## config.mk

```make
export PLATFORM = sky130hd
export DESIGN_NAME = fixed_point_exp_negative_q12_flat
export DESIGN_NICKNAME = d
export VERILOG_FILES = /design/src/hw/rtl/fpe_pkg.sv /design/src/hw/rtl/fpe_in_if.sv /design/src/hw/rtl/fpe_out_if.sv /design/src/hw/rtl/fixed_point_exp_negative_q12.sv /design/src/flat_wrapper.sv
export VERILOG_INCLUDE_DIRS = /design/src /design/src/hw/rtl
export SDC_FILE = /design/constraint.sdc
export NUM_CORES = 2
export LEC_CHECK = 0
export ABC_AREA = 1
export BUFFER_PORTS_ARGS = -buffer_cell sky130_fd_sc_hd__buf_4
export CORE_UTILIZATION = 55
export DETAILED_ROUTE_END_ITERATION = 6
export MAX_ROUTING_LAYER = met4
export PLACE_DENSITY_LB_ADDON = 0.1
export SLEW_MARGIN = 20
export SYNTH_ARGS = -nofsm -noshare
export SYNTH_HDL_FRONTEND = slang
export SYNTH_SLANG_ARGS = --single-unit
export TNS_END_PERCENT = 50
```

## constraint.sdc

```tcl
create_clock -name clk -period 7.11 [get_ports clk]
set_clock_uncertainty 0.2 [all_clocks]
set_input_delay 0.3555 -clock clk [delete_from_list [all_inputs] [get_ports clk]]
set_output_delay 0.3555 -clock clk [all_outputs]
set_load 0.03 [all_outputs]
```

## src/hw/rtl/fixed_point_exp_negative_q12_assert.svh

```systemverilog
// Assertion shorthands for the exp pipeline; clk and rst_n come from the using module.
`ifndef FIXED_POINT_EXP_NEGATIVE_Q12_ASSERT_SVH
`define FIXED_POINT_EXP_NEGATIVE_Q12_ASSERT_SVH

// Same-cycle implication.
`define FPE_ASSERT_IMPL(lbl, ante, cons) \
    lbl: assert property (@(posedge clk) disable iff (!rst_n) (ante) |-> (cons)) \
        else $error("same-cycle implication check failed");

// Next-cycle implication.
`define FPE_ASSERT_NEXT(lbl, ante, cons) \
    lbl: assert property (@(posedge clk) disable iff (!rst_n) (ante) |=> (cons)) \
        else $error("next-cycle implication check failed");

`endif

```

## src/hw/rtl/fpe_pkg.sv

```systemverilog
package fpe_pkg;

    localparam int XW        = 32;  // argument width
    localparam int EW        = 13;  // result width
    localparam int Q12_SHIFT = 12;
    localparam int FW        = 12;  // fraction of the scaled argument
    localparam int PW        = 13;  // polynomial accumulator
    localparam int AW        = 16;  // magnitude of an in-range argument
    localparam int MW        = 29;  // magnitude times log2(e)
    localparam int YW        = 17;  // magnitude of the scaled argument
    localparam int SW        = 5;   // final shift amount, 1 to 18
    localparam int ROUND_UP  = 4095;
    localparam int HALF_STEP = 2048;

    localparam logic [EW-1:0]        Q12_ONE     = 13'd4096;
    localparam logic signed [XW-1:0] LOWER_BOUND = -32'sd49152;
    localparam logic [12:0]          LOG2E_Q12   = 13'd5909;
    localparam logic [PW-1:0]        HORNER_SEED = 13'd5;

    localparam int NUM_COEF = 5;
    localparam logic [PW-1:0] HORNER_COEF [NUM_COEF] =
        '{13'd39, 13'd227, 13'd984, 13'd2839, 13'd4096};

    // multiply, split, one stage per remaining coefficient, final shift
    localparam int NUM_STAGES = NUM_COEF + 2;
    localparam int LAST       = NUM_STAGES - 1;

    typedef struct packed {
        logic          pos;   // argument is zero or positive
        logic          deep;  // argument at or below -12.0
        logic [MW-1:0] m;
        logic [FW-1:0] f;
        logic [SW-1:0] sh;
        logic [PW-1:0] p;
    } fpe_stage_t;

    // One Horner step: round(p * f / 4096) + c
    function automatic logic [PW-1:0] horner_step(input logic [PW-1:0] p,
                                                  input logic [FW-1:0] f,
                                                  input logic [PW-1:0] c);
        logic [PW+FW-1:0] prod;
        logic [PW+FW-1:0] rnd;
        prod = (PW+FW)'(p) * (PW+FW)'(f);
        rnd  = (prod + (PW+FW)'(HALF_STEP)) >> Q12_SHIFT;
        return PW'(rnd) + c;
    endfunction

endpackage

```

## src/hw/rtl/fpe_in_if.sv

```systemverilog
interface fpe_in_if import fpe_pkg::*; ();
    logic                 valid;
    logic                 ready;
    logic signed [XW-1:0] x_q12;

    modport source (output valid, output x_q12, input ready);
    modport sink (input valid, input x_q12, output ready);
endinterface

```

## src/hw/rtl/fpe_out_if.sv

```systemverilog
interface fpe_out_if import fpe_pkg::*; ();
    logic          valid;
    logic          ready;
    logic [EW-1:0] exp_q12;

    modport source (output valid, output exp_q12, input ready);
    modport sink (input valid, input exp_q12, output ready);
endinterface

```

## src/hw/rtl/fixed_point_exp_negative_q12.sv

```systemverilog
// exp(x) for a signed Q12 argument, result in unsigned Q12 (4096 is one). A seven-stage
// pipeline: one stage scales the argument by log2(e), one splits it into shift and fraction
// and starts the Horner polynomial, four stages finish the polynomial with one 13x12
// multiplier each, and the last applies the shift and the saturation cases. An item enters
// every cycle unless an output stall has backed up to stage 0; results leave the last stage. A stalled
// output holds the pipeline in place, and empty stages still fill while it waits.
`include "fixed_point_exp_negative_q12_assert.svh"

module fixed_point_exp_negative_q12
    import fpe_pkg::*;
(
    input  logic       clk,
    input  logic       rst_n,
    fpe_in_if.sink     din,
    fpe_out_if.source  dout
);

    fpe_stage_t            st_reg  [NUM_STAGES];
    fpe_stage_t            st_next [NUM_STAGES];
    logic [NUM_STAGES-1:0] v_reg;
    logic [NUM_STAGES-1:0] v_next;
    logic [NUM_STAGES-1:0] rdy;

    // A stage loads when it is empty or its successor loads.
    always_comb
    begin
        rdy[LAST] = !v_reg[LAST] || dout.ready;
        for (int i = LAST - 1; i >= 0; i--)
        begin
            rdy[i] = !v_reg[i] || rdy[i+1];
        end
        v_next[0] = din.valid;
        for (int i = 1; i < NUM_STAGES; i++)
        begin
            v_next[i] = v_reg[i-1];
        end
    end

    assign din.ready    = rdy[0];
    assign dout.valid   = v_reg[LAST];
    assign dout.exp_q12 = st_reg[LAST].p;

    always_comb
    begin
        logic [AW-1:0] ax;
        logic [MW:0]   msum;
        logic [YW-1:0] yn;
        logic [YW:0]   shsum;
        logic [PW-1:0] shifted;

        // Stage 0: flags and magnitude times log2(e)
        st_next[0]      = st_reg[0];
        ax              = AW'(~din.x_q12[AW-1:0]) + AW'(1);
        st_next[0].pos  = !din.x_q12[XW-1];
        st_next[0].deep = din.x_q12 <= LOWER_BOUND;
        st_next[0].m    = MW'(ax) * MW'(LOG2E_Q12);

        // Stage 1: y = -ceil(m / 4096); fraction is y mod 4096, shift is -floor(y / 4096)
        st_next[1]    = st_reg[0];
        msum          = {1'b0, st_reg[0].m} + (MW+1)'(ROUND_UP);
        yn            = YW'(msum >> Q12_SHIFT);
        shsum         = {1'b0, yn} + (YW+1)'(ROUND_UP);
        st_next[1].f  = FW'(YW'(0) - yn);
        st_next[1].sh = SW'(shsum >> Q12_SHIFT);
        st_next[1].p  = horner_step(HORNER_SEED, FW'(YW'(0) - yn), HORNER_COEF[0]);

        // Remaining Horner steps, one coefficient per stage
        for (int j = 2; j <= NUM_COEF; j++)
        begin
            st_next[j]   = st_reg[j-1];
            st_next[j].p = horner_step(st_reg[j-1].p, st_reg[j-1].f, HORNER_COEF[j-1]);
        end

        // Last stage: scale down by the integer part, apply saturation
        st_next[LAST] = st_reg[LAST-1];
        shifted       = st_reg[LAST-1].p >> st_reg[LAST-1].sh;
        if (st_reg[LAST-1].pos)
        begin
            st_next[LAST].p = PW'(Q12_ONE);
        end
        else if (st_reg[LAST-1].deep)
        begin
            st_next[LAST].p = '0;
        end
        else
        begin
            st_next[LAST].p = shifted;
        end
    end

    always_ff @(posedge clk or negedge rst_n)
    begin
        if (!rst_n)
        begin
            v_reg <= '0;
        end
        else
        begin
            for (int i = 0; i < NUM_STAGES; i++)
            begin
                if (rdy[i])
                begin
                    v_reg[i] <= v_next[i];
                end
            end
        end
    end

    always_ff @(posedge clk)
    begin
        for (int i = 0; i < NUM_STAGES; i++)
        begin
            if (rdy[i] && v_next[i])
            begin
                st_reg[i] <= st_next[i];
            end
        end
    end

    `FPE_ASSERT_IMPL(a_out_range, dout.valid, dout.exp_q12 <= Q12_ONE)
    `FPE_ASSERT_IMPL(a_drain_ready, !v_reg[LAST], din.ready)

    for (genvar g = 0; g < NUM_STAGES; g++)
    begin : g_hold
        `FPE_ASSERT_NEXT(a_stage_hold, v_reg[g] && !rdy[g], v_reg[g] && $stable(st_reg[g]))
    end

endmodule
```

## src/flat_wrapper.sv

```systemverilog
// flat-port wrapper written by rule: the top's interface ports become plain ports
module fixed_point_exp_negative_q12_flat import fpe_pkg::*;
  (clk, rst_n, din_valid, din_x_q12, din_ready, dout_valid, dout_exp_q12, dout_ready);
  fpe_in_if din_i ();
  fpe_out_if dout_i ();
  input  logic clk;
  input  logic rst_n;
  input wire logic [$bits(din_i.valid)-1:0] din_valid;
  input wire logic [$bits(din_i.x_q12)-1:0] din_x_q12;
  output wire logic [$bits(din_i.ready)-1:0] din_ready;
  output wire logic [$bits(dout_i.valid)-1:0] dout_valid;
  output wire logic [$bits(dout_i.exp_q12)-1:0] dout_exp_q12;
  input wire logic [$bits(dout_i.ready)-1:0] dout_ready;
  assign din_i.valid = din_valid;
  assign din_i.x_q12 = din_x_q12;
  assign din_ready = din_i.ready;
  assign dout_valid = dout_i.valid;
  assign dout_exp_q12 = dout_i.exp_q12;
  assign dout_i.ready = dout_ready;
  fixed_point_exp_negative_q12 u_core (.clk(clk), .rst_n(rst_n), .din(din_i), .dout(dout_i));
endmodule
```

=== Word level (Yosys, flattened, before mapping) ===
Memories as Yosys holds them, arrays and structs flattened.
Cells that the tools add are included.

* Add/sub/neg operators: 14
* Multiply operators: 6
* Magnitude comparators: 1
* Shift operators: 1
* Mux-type cells: 16
* Bitwise logic cells: 1
* Reductions and logical operators: 22

{| class="wikitable"
|+ Operators with widths
! kind !! count
|-
| $add 25x12->25 const B || 4
|-
| $mul 13x12->25 || 4
|-
| $le 32x17->1 const B || 1
|-
| $add 29x12->29 const B || 1
|-
| $mul 16x13->29 const B || 1
|-
| $mux 13 || 2
|-
| $add 17x12->17 const B || 1
|-
| $add 15x12->16 const B || 1
|-
| $add 16x1->16 const B || 1
|-
| $not 16->16 || 1
|-
| $mul 3x12->15 const A || 1
|-
| $mux 1 || 14
|-
| $add 13x10->13 const B || 1
|-
| $add 13x12->13 const B || 1
|-
| $add 13x13->13 const B || 1
|-
| $add 13x6->13 const B || 1
|-
| $add 13x8->13 const B || 1
|-
| $shr 13x5->13 || 1
|-
| $sub 1x12->12 const A || 1
|-
| $logic_not 1->1 || 8
|-
| $logic_and 1x1->1 || 7
|-
| $logic_or 1x1->1 || 7
|}

* Register bits after elaboration: 7
* Bits in writable memories: 427
* Input bits: 36
* Logic and storage cells: 69
* Memories kept: 1

{| class="wikitable"
|+ Memories
! memory !! words !! width !! rd ports !! clocked after memory_dff !! write ports !! line !! RTL
|-
| u_core.st_reg || 7 || 61 || 7 || 0 || 7 || fixed_point_exp_negative_q12.sv:18 || <nowiki>fpe_stage_t st_reg [NUM_STAGES];</nowiki>
|}

=== Longest topological paths before layout ===
* Depth after elaboration: 11
* Gate-level depth with buffers: 32
* Gate-level depth less buffers: 32

=== Least setup slack after synthesis ===
No wires, ideal clock.

* Kind: in2reg
* Start: input din_x_q12[1]
* End: memory u_core.st_reg[0][56] (netlist bit) (data pin)
* Setup time: 0.262 ns
* Arrival time: 5.259 ns
* Data required time: 6.648 ns
* Path slack: 1.388 ns
* Stages: 28
* Path through: inv_1 > ha_1 > nand2_1 > nor2_1 > inv_1 > or2_4 > nor2_4 > nand3b_2 > nor3_2 > xor2_1 > inv_1 > ha_1 > fa_1 > inv_1 > fa_1 > inv_1 > fa_1 > inv_1 > fa_1 > inv_1 > ha_1 > nand2_1 > o21ai_0 > o21bai_1 > a21oi_1 > o21bai_1 > a21oi_1 > xor2_1

{| class="wikitable"
|+ RTL lines
! what !! line !! RTL
|-
| from (decl) || flat_wrapper.sv:9 || <nowiki>input wire logic [$bits(din_i.x_q12)-1:0] din_x_q12;</nowiki>
|-
| to (decl) || fixed_point_exp_negative_q12.sv:18 ||
|}

==> reports/metrics.yaml <==
drt:
  drtIter0Drc: 1005
  met1_length_um: 27350
  drc_errors: 0
  ant_nets: 0
  met2WireLength_um: 29160
  routed_via_density: 5.121
  dr_wl_met3_um: 1919
  highest-signal-layer: "met4"
  drtPass1Iterations: 5
  vias: 20606
  post_drt_wl_per_cell_um: 14.81
  routed_wl_um: 59590
global_route:
  grt-ovfl-total: 0
  grtUsageTotal_pct: 25.12
  antenna_found_initial: 0
  grt_pass1_vias: 21680
  grt_max_degree: 33
  grt_pass1_wl_um: 103500
final_layout:
  largest_reg_flops: 178
  fillCellCount: 4595
  drive_gt1_share_pct: 4.087
  diodes: 0
  layout_common_cells: "inv_1 (854), nand2_1 (838), ha_1 (405)"
  area_growth_pct: 5.777
  layout_commonest_cell: "inv_1"
  fin_util_pct: 59.21
  finalNetCount: 4148
yosys:
  synth_edf_count: 178
  synth_area_per_cell_um2: 8.446
  yosys_warnings: 0
  async_reset_ff_share_pct: 3.784
  syn_nets: 4148
  synth-seq-area-share_pct: 19.58
  yosysUniqueCellTypes: 48
  synth_top_family_by_area: "adder cells"
  synth_fa_ha_area_share_pct: 44.09
  synthCells: 3339
  yosysTopAreaCell: "fa_1"
  synth-compound-area-share_pct: 4.304
  ys_ff_latch: 185
  muxShareOfSynthArea_pct: 0.1065
  synthesis.area_um2: 28200
  synthTopCellsByArea: "fa_1 (26%), edfxtp_1 (19%), ha_1 (18%)"
  synthFlopType: "edfxtp_1"
  synth_xor_area_share_pct: 2.933
  yosys.area_share.simple_pct: 16.45
  synth_top_area_share_pct: 26.12
worst_setup_path:
  max_stage_delay_ns: 0.54
  cp-start-kind: "input pin"
  slowest_stage: "fa_1"
  crit_type: "input pin to flop"
  cp-startpoint: "din_x_q12[0]"
  required_ns: 7.15
  path_buf_inv: 9
  crit_family: "adder cells"
  worstPathMaxFanout: 7
  critPathMostFrequentCell: "inv_1"
  timing.rr.start: "u_core.st_reg[3][7]"
  cp-end-kind: "flop"
  cp.arrival_ns: 6.44
clocking:
  cts_tree: "built"
  path_clk_slew_ns: 0.08
  numCtsBuffers: 17
  insertion_delay_ns: 0.50
  clk_path_buf_depth: 2
  h-tree-depth: 4
  root_buffer: "clkbuf_16"
  post-cts-setup-buffers: 0
  post_cts_resized: 0
  clock_sink_count: 185
  ctsHoldBuffers: 6
floorplanning:
  rows: 82
  core_area_um2: 50380
  start_util_pct: 55.98
  dieWidth_um: 228.4
  die_h_um: 228.4
  ioPinCount: 51
  die-area_um2: 52180
placement:
  portBuffers: 50
  hpwl_um: 49590
  gp_congestion: 0.8675
  pre_cts_slack_ns: 0.7757
hold_path:
  worstHoldPathType: "input pin to flop"
  holdCritStartpoint: "din_x_q12[15]"
timing:
  slew_violations: 0
  post-route-period-util_pct: 90.02
  rsz0062_at_grt: "false"
  finalWorstSetupSlack_ns: 0.7099
  setup_viol: 0
  slew_headroom_pct: 29.18
  max_freq_mhz: 156.2
  fin_setup_tns_ns: 0
  hold_violations: 0
  worst_slew_pin_slew_ns: 1.058
  holdWs_ns: 0.1363
  min_period_ns: 6.400
run_status:
  status: "finished, final reports clean"
job:
  cap_violations: 0
synthesized netlist by cell type, types with 12 or more instances:
| master | n |
|---|---|
| nor2_1 | 112 |
| a21oi_1 | 108 |
| ha_1 | 405 |
| xnor2_1 | 30 |
| fa_1 | 368 |
| o21ai_0 | 64 |
| o21bai_1 | 12 |
| xor2_1 | 57 |
| nor3_1 | 20 |
| clkbuf_1 | 80 |
| nand3_1 | 78 |
| nand4_1 | 17 |
| nand2_1 | 838 |
| inv_1 | 854 |
| edfxtp_1 | 178 |
cell families (layout without fill, tap and decap cells):
| family | Yosys count | count (layout) |
|---|---|---|
| AO/OA/AOI/OAI | 220 | 220 |
| adder cells (fa/ha/maj) | 773 | 773 |
| flip-flops | 185 | 185 |
| AND/OR/NAND/NOR | 1125 | 1125 |
| XOR/XNOR | 91 | 91 |
| buffers and inverters | 942 | 955 |
| multiplexers | 3 | 3 |
layout make-up:
type	count	area (um2)	area share, %
multi-input combinational	2212	19150	64.19
sequential	185	5520	18.51
inverter	862	3236	10.85
tap	672	840.8	2.819
timing repair buffer	61	473.0	1.586
clock buffer	18	429.2	1.439
clock inverter	14	181.4	0.6082
worst paths after layout:
kind                                              to  slack, ns  cells past startpoint
worst max-delay path            u_core.st_reg[0][56]       0.71                     30
worst min-delay path            u_core.st_reg[0][59]       0.14                      4
worst max register to register  u_core.st_reg[4][12]       1.18                     28
worst min register to register  u_core.st_reg[5][60]       0.22                      0
max in group asynchronous            u_core.v_reg[4]       5.78                      3
min in group asynchronous            u_core.v_reg[6]       0.66                      3
layer usage:
layer	vias to the layer above	track usage [%]
met5	-	-
met4	0	7.215
met3	70	2.919
met2	333	42.60
met1	10089	31.69
li1	10114	-
worst min-delay path: stages:
cell and delay (ns):
buf_4 0.11, nor2_1 0.04, nand2_1 0.06, o31ai_1 0.08
through the flow:
step | instance area, um2 | cells
final | 29830 | 4024
after global routing | 29830 | 4024
after CTS | 29830 | 4024
after detailed placement | 29160 | 3986
after global placement | 29160 | 3986
after floorplan | 28200 | 3339
Power is not shown: default switching activity piles up to over one toggle a cycle in this logic, so the estimate is an artifact.
